<file path="src/lcdt_pkg.sv">
// Package for the LCD mode timing sequencer: mode codes, line timing
// constants, register indexes and parameter defaults. No dependencies.
package lcdt_pkg;

  typedef enum logic [1:0] {
    MODE_HBLANK = 2'd0,
    MODE_VBLANK = 2'd1,
    MODE_SCAN   = 2'd2,
    MODE_DRAW   = 2'd3
  } mode_t;

  localparam int CountW = 10;
  localparam logic [CountW-1:0] ScanEnd  = CountW'(80);
  localparam logic [CountW-1:0] DrawEnd  = CountW'(80 + 172);
  localparam logic [CountW-1:0] LineLen  = CountW'(80 + 172 + 204);
  localparam logic [CountW-1:0] CountMax = '1;

  localparam int CfgIdxW = 2;
  localparam logic [CfgIdxW-1:0] REG_LCD_ON       = 2'd0;
  localparam logic [CfgIdxW-1:0] REG_LINE_COMPARE = 2'd1;
  localparam logic [CfgIdxW-1:0] REG_STAT_ENABLES = 2'd2;

  // Bits of the status interrupt enable register.
  localparam int EnHblank  = 0;
  localparam int EnVblank  = 1;
  localparam int EnScan    = 2;
  localparam int EnCompare = 3;

  localparam int DefVisibleLines = 144;
  localparam int DefTotalLines   = 154;

endpackage

</file>
<file path="src/lcd_mode_timing_sequencer.sv">
// LCD mode timing sequencer: line cycle counter, mode sequencing and interrupt requests.
// Depends on lcdt_pkg.
// A result is registered: it is valid in the cycle after its input transaction is accepted.
// Throughput: one item per clock while the result is taken; the step is one add, a few compares
// and a mode select, and the result register frees in the cycle it is taken, so input runs back to back.
// Reset (rst, synchronous): state and configuration cleared, h-blank, line 0, no result.
module lcd_mode_timing_sequencer
  import lcdt_pkg::*;
#(
  parameter int VISIBLE_LINES = DefVisibleLines,
  parameter int TOTAL_LINES   = DefTotalLines
) (
  input  logic               clk,
  input  logic               rst,
  // Configuration write port.
  input  logic               cfg_wr_en,
  input  logic [CfgIdxW-1:0] cfg_index,
  input  logic [7:0]         cfg_data,
  // Input stream.
  input  logic               s_tvalid,
  output logic               s_tready,
  input  logic [7:0]         s_tdata,   // [7:0] elapsed_cycles
  // Result stream.
  output logic               m_tvalid,
  input  logic               m_tready,
  output logic [15:0]        m_tdata    // [7:0] current_line, [9:8] current_mode,
                                        // [10] coincidence, [11] oam_locked,
                                        // [12] vblank_request, [13] stat_request,
                                        // [14] sprite_scan_event, [15] line_render_event
);

  // Configuration registers.
  logic       lcd_on;
  logic [7:0] line_compare;
  logic [3:0] stat_irq_enables;

  // Timing state.
  logic [CountW-1:0] line_cycle_count, line_cycle_count_next;
  mode_t             mode_state, mode_state_next;
  logic [7:0]        line_number, line_number_next;
  logic              vblank_done, vblank_done_next;
  logic              compare_flag, compare_flag_next;

  // Result register.
  logic        res_valid;
  logic [15:0] res_data;

  logic              in_accept;
  logic [CountW:0]   count_sum;
  logic [CountW-1:0] count_sat;
  logic [8:0]        line_inc;
  logic [7:0]        line_adv;
  logic              scan_done, draw_done, line_done, enter_vblank, frame_wrap, start_scan;
  logic              cmp_hit;
  logic              vreq, sreq, scan_ev, render_ev;
  logic              oam_lock_next;

  assign s_tready  = !res_valid || m_tready;
  assign in_accept = s_tvalid && s_tready;
  assign m_tvalid  = res_valid;
  assign m_tdata   = res_data;

  always_ff @(posedge clk) begin
    if (rst) begin
      lcd_on           <= 1'b0;
      line_compare     <= '0;
      stat_irq_enables <= '0;
    end else if (cfg_wr_en) begin
      case (cfg_index)
        REG_LCD_ON:       lcd_on           <= cfg_data[0];
        REG_LINE_COMPARE: line_compare     <= cfg_data;
        REG_STAT_ENABLES: stat_irq_enables <= cfg_data[3:0];
        default: ;
      endcase
    end
  end

  // Counter update with saturation at the counter's full scale.
  assign count_sum = {1'b0, line_cycle_count} + (CountW + 1)'(s_tdata);
  assign count_sat = count_sum[CountW] ? CountMax : count_sum[CountW-1:0];

  assign line_inc = {1'b0, line_number} + 9'd1;
  assign line_adv = (line_inc >= 9'(TOTAL_LINES)) ? 8'd0 : line_inc[7:0];

  assign scan_done    = (mode_state == MODE_SCAN) && (count_sat >= ScanEnd);
  assign draw_done    = (mode_state == MODE_DRAW) && (count_sat >= DrawEnd);
  assign line_done    = ((mode_state == MODE_HBLANK) || (mode_state == MODE_VBLANK))
                        && (count_sat >= LineLen);
  assign enter_vblank = (mode_state == MODE_HBLANK) && line_done
                        && (line_adv == 8'(VISIBLE_LINES));
  assign frame_wrap   = (mode_state == MODE_VBLANK) && line_done && (line_adv == 8'd0);
  assign start_scan   = ((mode_state == MODE_HBLANK) && line_done && !enter_vblank)
                        || frame_wrap;

  // Next state.
  always_comb begin
    line_cycle_count_next = line_cycle_count;
    mode_state_next       = mode_state;
    line_number_next      = line_number;
    vblank_done_next      = vblank_done;
    compare_flag_next     = compare_flag;
    if (!lcd_on) begin
      line_cycle_count_next = '0;
      mode_state_next       = MODE_HBLANK;
      line_number_next      = '0;
      vblank_done_next      = 1'b0;
    end else begin
      line_cycle_count_next = line_done ? (count_sat - LineLen) : count_sat;
      line_number_next      = line_done ? line_adv : line_number;
      case (mode_state)
        MODE_SCAN:   if (scan_done) mode_state_next = MODE_DRAW;
        MODE_DRAW:   if (draw_done) mode_state_next = MODE_HBLANK;
        MODE_HBLANK: begin
          if (enter_vblank) begin
            mode_state_next  = MODE_VBLANK;
            vblank_done_next = 1'b1;
          end else if (line_done) begin
            mode_state_next = MODE_SCAN;
          end
        end
        MODE_VBLANK: begin
          if (frame_wrap) begin
            mode_state_next  = MODE_SCAN;
            vblank_done_next = 1'b0;
          end
        end
        default: mode_state_next = MODE_HBLANK;
      endcase
      compare_flag_next = (line_number_next == line_compare);
    end
  end

  assign cmp_hit = (line_number_next == line_compare);

  // Requests and events of this step.
  always_comb begin
    vreq      = 1'b0;
    sreq      = 1'b0;
    scan_ev   = 1'b0;
    render_ev = 1'b0;
    if (lcd_on) begin
      vreq      = enter_vblank && !vblank_done;
      scan_ev   = scan_done;
      render_ev = draw_done;
      sreq      = (draw_done && stat_irq_enables[EnHblank])
                  || (enter_vblank && stat_irq_enables[EnVblank])
                  || (start_scan && stat_irq_enables[EnScan])
                  || (cmp_hit && stat_irq_enables[EnCompare]);
    end
  end

  assign oam_lock_next = (mode_state_next == MODE_SCAN) || (mode_state_next == MODE_DRAW);

  always_ff @(posedge clk) begin
    if (rst) begin
      line_cycle_count <= '0;
      mode_state       <= MODE_HBLANK;
      line_number      <= '0;
      vblank_done      <= 1'b0;
      compare_flag     <= 1'b0;
      res_valid        <= 1'b0;
    end else begin
      if (in_accept) begin
        line_cycle_count <= line_cycle_count_next;
        mode_state       <= mode_state_next;
        line_number      <= line_number_next;
        vblank_done      <= vblank_done_next;
        compare_flag     <= compare_flag_next;
        res_valid        <= 1'b1;
      end else if (m_tready) begin
        res_valid <= 1'b0;
      end
    end
  end

  always_ff @(posedge clk) begin
    if (in_accept) begin
      res_data <= {render_ev, scan_ev, sreq, vreq, oam_lock_next, compare_flag_next,
                   mode_state_next, line_number_next};
    end
  end

`ifndef SYNTH
  // The OAM lock bit of a result follows the mode it reports.
  a_oam_lock_mode: assert property (@(posedge clk) disable iff (rst)
    res_valid |-> (res_data[11] == ((res_data[9:8] == MODE_SCAN)
                                  || (res_data[9:8] == MODE_DRAW))))
    else $error("oam_locked disagrees with reported mode");

  // A v-blank request is only raised on the step that enters v-blank.
  a_vreq_in_vblank: assert property (@(posedge clk) disable iff (rst)
    (res_valid && res_data[12]) |-> (res_data[9:8] == MODE_VBLANK))
    else $error("vblank request outside v-blank");

  // With the display off an accepted item leaves the timing at line zero h-blank.
  a_lcd_off_hold: assert property (@(posedge clk) disable iff (rst)
    (in_accept && !lcd_on) |=> (line_number == 8'd0) && (mode_state == MODE_HBLANK)
                               && (line_cycle_count == '0))
    else $error("timing not held while display is off");

  // The line number stays within the frame.
  a_line_range: assert property (@(posedge clk) disable iff (rst)
    ({1'b0, line_number} < 9'(TOTAL_LINES)))
    else $error("line number beyond frame length");
`endif

endmodule
</file>
<file path="config.mk">
export PLATFORM = sky130hd
export DESIGN_NAME = lcd_mode_timing_sequencer
export DESIGN_NICKNAME = d
export VERILOG_FILES = /design/src/lcdt_pkg.sv /design/src/lcd_mode_timing_sequencer.sv
export SDC_FILE = /design/constraint.sdc
export NUM_CORES = 1
export LEC_CHECK = 0
export BUFFER_PORTS_ARGS = -buffer_cell sky130_fd_sc_hd__buf_2
export CAP_MARGIN = 20
export CORE_MARGIN = 4
export CORE_UTILIZATION = 53
export CTS_BUF_LIST = sky130_fd_sc_hd__clkbuf_16
export DETAILED_ROUTE_END_ITERATION = 16
export GPL_TIMING_DRIVEN = 0
export PLACE_DENSITY = 0.76
export SYNTH_ARGS = -nofsm -noshare
export SYNTH_HDL_FRONTEND = slang
export SYNTH_SLANG_ARGS = --single-unit
export TNS_END_PERCENT = 50
</file>
<file path="constraint.sdc">
create_clock -name clk -period 4 [get_ports clk]
set_clock_uncertainty 0.15 [all_clocks]
set_input_delay 0.6 -clock clk [delete_from_list [all_inputs] [get_ports clk]]
set_output_delay 0.6 -clock clk [all_outputs]
set_load 0.01 [all_outputs]
</file>
* Yosys cells after proc, flatten, opt, wreduce, memory -nomap -nowiden *
Cells that the tools add are included.

operators by class
  $add $sub $neg = 3
  order comparisons = 4
  equality and inequality tests = 13
  multiplexer cells = 20
  reduce and logical (&&, ||, !) cells = 32

operators by type and width
  operator                                                             count
  two-way mux 10 bit                                                   3
  two-way mux 8 bit                                                    3
  equality test 8 bit                                                  2
  logical AND 1 bit                                                    14
  two-way mux 2 bit                                                    6
  adder 10 x 8 -> 11 bit                                               1
  equality test 2 bit (second input constant)                          5
  greater-or-equal comparator 10 x 7 -> 1 bit (second input constant)  1
  greater-or-equal comparator 10 x 8 -> 1 bit (second input constant)  1
  greater-or-equal comparator 10 x 9 -> 1 bit (second input constant)  1
  subtractor 10 x 9 -> 10 bit (second input constant)                  1
  adder 8 x 1 -> 9 bit (second input constant)                         1
  greater-or-equal comparator 9 x 8 -> 1 bit (second input constant)   1
  equality test 8 bit (second input constant)                          1
  zero test 8 bit                                                      1
  case mux 2 bit (4 select lines)                                      1
  logical OR 1 bit                                                     7
  two-way mux 1 bit                                                    6
  inequality test 3 bit (second input constant)                        2
  AND reduction 2 bit                                                  3
  equality test 2 x 1 -> 1 bit (second input constant)                 2
  zero test 2 bit                                                      2
  AND reduction 4 bit                                                  1
  zero test 1 bit                                                      3
  3 further kinds                                                      3

word-level totals
  register bits = 52
  input port bits = 23
  logic and storage cells = 83

* Depth between registers and ports, before layout *
  depth after elaboration = 12
  gate-level depth with buffers = 18
  gate-level depth less buffers = 17

* Worst setup path after synthesis *
OpenSTA, ideal clock, no wires.

  path kind = input -> register
  from = input port s_tdata[0]
  to = register res_data[13], in the netlist m_tdata[13], data pin
  arrival time = 3.954 ns
  required time = 3.670 ns
  path slack = -0.284 ns
  stages on the path = 17
  path buffers = 0
  cell sequence = ha_1 -> fa_1 -> a21oi_1 -> or3b_1 -> nand2_1 -> o21a_1 -> nor2b_1 -> inv_1 -> ha_1 -> nor4b_1 -> a32oi_1 -> o21a_1 -> or4_1 -> a21oi_2 -> xnor2_1 -> nand4_1 -> o41ai_2

on the way
  elaborated cells between the ends (all ways) = 23
  those cells by class = 1 x add/sub; 2 x order compare; 1 x eq/ne; 3 x mux; 16 x reduce/logical

RTL lines
  what                                         line                              RTL
  start, declared                              lcd_mode_timing_sequencer.sv:22   input logic [7:0] s_tdata,
  adder 10 x 8 -> 11 bit                       lcd_mode_timing_sequencer.sv:79   assign count_sum = {1'b0, line_cycle_count} + (CountW + 1)'(s_tdata);
  two-way mux 10 bit                           lcd_mode_timing_sequencer.sv:80   assign count_sat = count_sum[CountW] ? CountMax : count_sum[CountW-1:0];
  greater-or-equal comparator 10 x 9 -> 1 bit  lcd_mode_timing_sequencer.sv:88   && (count_sat >= LineLen);
  logical AND 1 bit                            lcd_mode_timing_sequencer.sv:88
  two-way mux 8 bit                            lcd_mode_timing_sequencer.sv:109  line_number_next = line_done ? line_adv : line_number;
  two-way mux 8 bit                            lcd_mode_timing_sequencer.sv:102  if (!lcd_on) begin
  named net line_number_next[2]                lcd_mode_timing_sequencer.sv:40   logic [7:0] line_number, line_number_next;
  equality test 8 bit                          lcd_mode_timing_sequencer.sv:133  assign cmp_hit = (line_number_next == line_compare);
  logical AND 1 bit                            lcd_mode_timing_sequencer.sv:148  || (cmp_hit && stat_irq_enables[EnCompare]);
  logical OR 1 bit                             lcd_mode_timing_sequencer.sv:148
  end signal, assigned                         lcd_mode_timing_sequencer.sv:178  res_data <= {render_ev, scan_ev, sreq, vreq, oam_lock_next, compare_flag_next,
  end, declared                                lcd_mode_timing_sequencer.sv:46   logic [15:0] res_data;

The timed path passes the listed nets, and every way through them passes these cells.
A chain may end at the register's enable or synchronous reset.

* Worst setup path in the final report *
Ends and elaborated chain as after synthesis.

==> flow_results.xml <==
<?xml version="1.0" encoding="UTF-8"?>
<metrics>
  <group name="global_routing">
    <metric name="grt_antenna_before_repair" unit="">0</metric>
    <metric name="track_usage" unit="%">24.43</metric>
    <metric name="maximum_number_of_pins_on_one_net_before_global_route_repair" unit="">19</metric>
    <metric name="number_of_global_route_vias_before_repair" unit="">3342</metric>
    <metric name="grt-ovfl-total" unit="">0</metric>
    <metric name="wire_length_of_the_first_global_routing_pass" unit="microns">16590</metric>
  </group>
  <group name="power">
    <metric name="swShare" unit="%">26.26</metric>
    <metric name="ir_drop" unit="mV">0.1890</metric>
    <metric name="design_power_total" unit="uW">1165</metric>
    <metric name="p_comb_share" unit="%">13.7</metric>
    <metric name="power.density" unit="nW/um^2">252.7</metric>
    <metric name="p_leak" unit="uW">0.001760</metric>
    <metric name="power.share.sequential" unit="%">48.7</metric>
    <metric name="internal-power" unit="uW">859.0</metric>
    <metric name="power_switching" unit="uW">305.9</metric>
    <metric name="clock_power_share" unit="%">37.7</metric>
  </group>
  <group name="detailed_routing">
    <metric name="num_vias" unit="">3642</metric>
    <metric name="detail_route.wl_per_cell" unit="microns">18.22</metric>
    <metric name="routed_wirelength" unit="microns">10660</metric>
    <metric name="ant_nets" unit="">0</metric>
    <metric name="detail_route.first_pass.iterations" unit="">7</metric>
    <metric name="drc" unit="">0</metric>
    <metric name="initialDrtViolationCount" unit="">457</metric>
    <metric name="viasPerCell" unit="">6.226</metric>
  </group>
  <group name="clock_tree">
    <metric name="cts_htree_levels" unit="">2</metric>
    <metric name="clock_pin_slew_on_the_worst_setup_and_hold_paths" unit="ns">0.07</metric>
    <metric name="root_buffer" unit="">sky130_fd_sc_hd__clkbuf_16</metric>
    <metric name="cts_num_sinks" unit="">52</metric>
    <metric name="cts.path.max_buffers" unit="">2</metric>
    <metric name="cts.hold.buffers_added" unit="">0</metric>
    <metric name="tritoncts_clock_tree" unit="">done</metric>
    <metric name="clk_latency" unit="ns">0.30</metric>
    <metric name="numCtsBuffers" unit="">5</metric>
  </group>
  <group name="timing">
    <metric name="timing_worst_slew_pin_value" unit="ns">0.7322</metric>
    <metric name="timing.final.setup_violations" unit="">2</metric>
    <metric name="tns" unit="ns">-0.1543</metric>
    <metric name="rsz_0062_raised_after_global_routing" unit="">true</metric>
    <metric name="finalCriticalPeriod" unit="ns">4.106</metric>
    <metric name="achievable-frequency" unit="GHz">0.2436</metric>
    <metric name="timing.hold.ws" unit="ns">0.3290</metric>
    <metric name="final-hold-violation-count" unit="">0</metric>
    <metric name="min_period_over_period" unit="%">102.6</metric>
    <metric name="final-max-slew-violation-count" unit="">0</metric>
    <metric name="setup_ws" unit="ns">-0.1055</metric>
    <metric name="slew-limit-headroom" unit="%">51.19</metric>
  </group>
  <group name="finish">
    <metric name="fin_cells" unit="">585</metric>
    <metric name="finish.net_count" unit="">543</metric>
    <metric name="diodes" unit="">0</metric>
    <metric name="final_layout_size_suffix_gt1_share" unit="%">29.72</metric>
    <metric name="fillCellCount" unit="">488</metric>
    <metric name="post_route_cell_area" unit="sq um">4611</metric>
    <metric name="syn2layout_area_growth" unit="%">29.94</metric>
  </group>
  <group name="floorplan">
    <metric name="dieArea" unit="sq um">8069</metric>
    <metric name="top_level_ports" unit="">41</metric>
    <metric name="starting_density_of_the_core" unit="%">55.25</metric>
    <metric name="dieHeight" unit="microns">89.83</metric>
    <metric name="num_rows" unit="">29</metric>
    <metric name="fp.dieW" unit="microns">89.83</metric>
    <metric name="core" unit="sq um">6422</metric>
  </group>
  <group name="hold_path">
    <metric name="min_path_type" unit="">flip-flop to flip-flop</metric>
  </group>
  <group name="yosys">
    <metric name="mapped_cell_area" unit="sq um">3548</metric>
    <metric name="synth_top_area_share" unit="%">20.31</metric>
    <metric name="synth_top_flop_cell" unit="">sky130_fd_sc_hd__dfxtp_1</metric>
    <metric name="synth.yosys.warnings" unit="">0</metric>
    <metric name="yosysMostFrequentCell" unit="">sky130_fd_sc_hd__nand2_1</metric>
    <metric name="synth_enable_flop_cells" unit="">16</metric>
    <metric name="asyncSetResetFlopFracSynth" unit="%">0</metric>
    <metric name="synth_seq_cells" unit="">52</metric>
    <metric name="synthCells" unit="">430</metric>
    <metric name="yosysTopAreaCell" unit="">sky130_fd_sc_hd__dfxtp_1</metric>
    <metric name="postSynthAreaPerCell" unit="sq um">8.252</metric>
    <metric name="mappedNetlistNets" unit="">466</metric>
    <metric name="post_synth_main_area_contributors" unit="">sky130_fd_sc_hd__dfxtp_1, sky130_fd_sc_hd__edfxtp_1, sky130_fd_sc_hd__nand2_1, sky130_fd_sc_hd__a21oi_1, sky130_fd_sc_hd__nor2_1</metric>
    <metric name="synth_commonest_cells" unit="">sky130_fd_sc_hd__nand2_1, sky130_fd_sc_hd__nor2_1, sky130_fd_sc_hd__a21oi_1</metric>
    <metric name="synth_cell_types" unit="">71</metric>
    <metric name="synth-seq-area-share" unit="%">33.85</metric>
  </group>
  <group name="place">
    <metric name="finalWeightedCongestion" unit="">0.9173</metric>
    <metric name="portBuffers" unit="">39</metric>
    <metric name="detailedPlacementHpwl" unit="microns">6936</metric>
    <metric name="dpl.cell_count" unit="">547</metric>
    <metric name="placedInstanceArea" unit="sq um">3946</metric>
  </group>
  <group name="setup_path">
    <metric name="worstPathMaxFanout" unit="">3</metric>
    <metric name="type_of_origin_of_the_critical_path" unit="">input port</metric>
    <metric name="setup.worst_path.end_class" unit="">flip-flop</metric>
    <metric name="cp.arrival" unit="ns">4.07</metric>
    <metric name="critical_path_required_time" unit="ns">3.96</metric>
    <metric name="timing_worst_setup_path_type" unit="">input port to flip-flop</metric>
  </group>
  <group name="flow_run">
    <metric name="max_cap_violations" unit="">0</metric>
  </group>
  <group name="outcome">
    <metric name="status" unit="">complete, but fails checks</metric>
    <metric name="violations" unit="">negative setup slack</metric>
  </group>
</metrics>
==> critical path, cell delays in order <==
cell and delay, ns:
sky130_fd_sc_hd__buf_6 0.09, sky130_fd_sc_hd__ha_4 0.15, sky130_fd_sc_hd__fa_2 0.43, sky130_fd_sc_hd__nand3_4 0.10, sky130_fd_sc_hd__a21oi_4 0.07, sky130_fd_sc_hd__nor4_4 0.37, sky130_fd_sc_hd__ha_4 0.18, sky130_fd_sc_hd__nor4b_4 0.23
sky130_fd_sc_hd__a32oi_2 0.16, sky130_fd_sc_hd__o21a_2 0.26, sky130_fd_sc_hd__buf_6 0.12, sky130_fd_sc_hd__or4_4 0.45, sky130_fd_sc_hd__a21oi_4 0.23, sky130_fd_sc_hd__xnor2_2 0.13, sky130_fd_sc_hd__nand4_1 0.12, sky130_fd_sc_hd__o41ai_2 0.36
==> metrics by stage <==
stage	util (%)	worst slack (ns)
finish	71.79	-0.1055
CTS	67.00	0.008033
global placement	61.21	-0.6634
floorplan	-	0.004325
detailed placement	61.45	-0.6861
global route	71.79	-0.2400
==> repair_timing <==
action,CTS,global route
gates resized for setup,14,47
endpoints found under the setup margin,3,9
pin swaps,14,39
cloned,1,0
setup buffers,18,14
==> cell usage in the layout, fill, tap and decap left out, types with 5 or more instances in the layout <==
master,synthesis,final
sky130_fd_sc_hd__nand3_1,15,14
sky130_fd_sc_hd__nor2_1,44,43
sky130_fd_sc_hd__o21ai_1,9,5
sky130_fd_sc_hd__nand2b_1,8,8
sky130_fd_sc_hd__ha_1,12,6
sky130_fd_sc_hd__clkbuf_16,0,5
sky130_fd_sc_hd__a22oi_1,6,6
sky130_fd_sc_hd__edfxtp_1,16,16
sky130_fd_sc_hd__clkbuf_1,15,15
sky130_fd_sc_hd__nor3_1,10,9
sky130_fd_sc_hd__dfxtp_1,36,35
sky130_fd_sc_hd__xor2_1,9,8
sky130_fd_sc_hd__buf_4,0,27
sky130_fd_sc_hd__mux2i_1,14,13
sky130_fd_sc_hd__ha_4,0,5
sky130_fd_sc_hd__inv_1,18,17
sky130_fd_sc_hd__a21oi_2,1,5
sky130_fd_sc_hd__a21oi_1,37,29
sky130_fd_sc_hd__nand2_1,63,58
sky130_fd_sc_hd__buf_2,4,40
sky130_fd_sc_hd__xnor2_1,11,7
sky130_fd_sc_hd__o21ai_0,9,9
sky130_fd_sc_hd__and3_1,5,5
sky130_fd_sc_hd__nand4_1,5,5
sky130_fd_sc_hd__buf_6,1,7
==> final cells by class <==
type,count,area [sq um],share of cell area (%)
inverters,18,67.56,1.465
clock inverters,3,21.27,0.4613
plain buffers,21,100.1,2.171
well taps,77,96.34,2.090
multi-input cells,339,2541,55.12
repair buffers,70,456.7,9.905
clock buffers,5,125.1,2.714
flip-flops and latches,52,1202,26.08
==> flip-flops by register name, indices dropped and copies added (netlist names) <==
name,count
lcd_on,1
line_compare,8
vblank_done,1
line_number,8
mode_state,2
line_cycle_count,10
stat_irq_enables,4
m_tdata,16
compare_flag,1
m_tvalid,1
==> cell families (layout without fill, tap and decap cells) <==
logic type	Yosys count	count (layout)	share of synthesized area (%)
AO/OA/AOI/OAI	111	111	22.71
XOR/XNOR	20	20	4.937
adder cells (fa/ha/maj)	13	13	4.795
buffers and inverters	39	117	4.478
flip-flops	52	52	33.85
multiplexers	16	16	4.689
AND/OR/NAND/NOR	179	179	24.54
==> power by group through the flow <==
| stage | clock, uW | sequential (uW) | combinational, uW |
|---|---|---|---|
| after floorplan | 0 | 580 | 83.8 |
| after global placement | 0 | 578 | 128 |
| after detailed placement | 0 | 578 | 134 |
| after CTS | 440 | 566 | 143 |
| after global routing | 461 | 569 | 173 |
| final | 439 | 567 | 159 |
==> worst paths after layout <==
| check | start | end | slack (ns) | cells past startpoint |
|---|---|---|---|---|
| setup / recovery | s_tdata[0] | m_tdata[13] | -0.11 | 16 |
| hold / removal | line_cycle_count[0] | line_cycle_count[0] | 0.33 | 2 |
| setup reg to reg | line_cycle_count[0] | m_tdata[13] | -0.07 | 18 |
| hold reg to reg | line_cycle_count[0] | line_cycle_count[0] | 0.33 | 2 |
==> routing by layer <==
layer | track usage (%) | routed length [microns] | up-vias | part of all wire (%)
met5 | 0 | 0 | - | 0
met4 | 7.024 | 182 | 0 | 1.7
met3 | 3.673 | 907 | 21 | 8.5
met2 | 36.90 | 4810 | 219 | 45
met1 | 36.16 | 4757 | 1698 | 45
li1 | - | - | 1704 | -
Power figures use the tool's default switching activity.
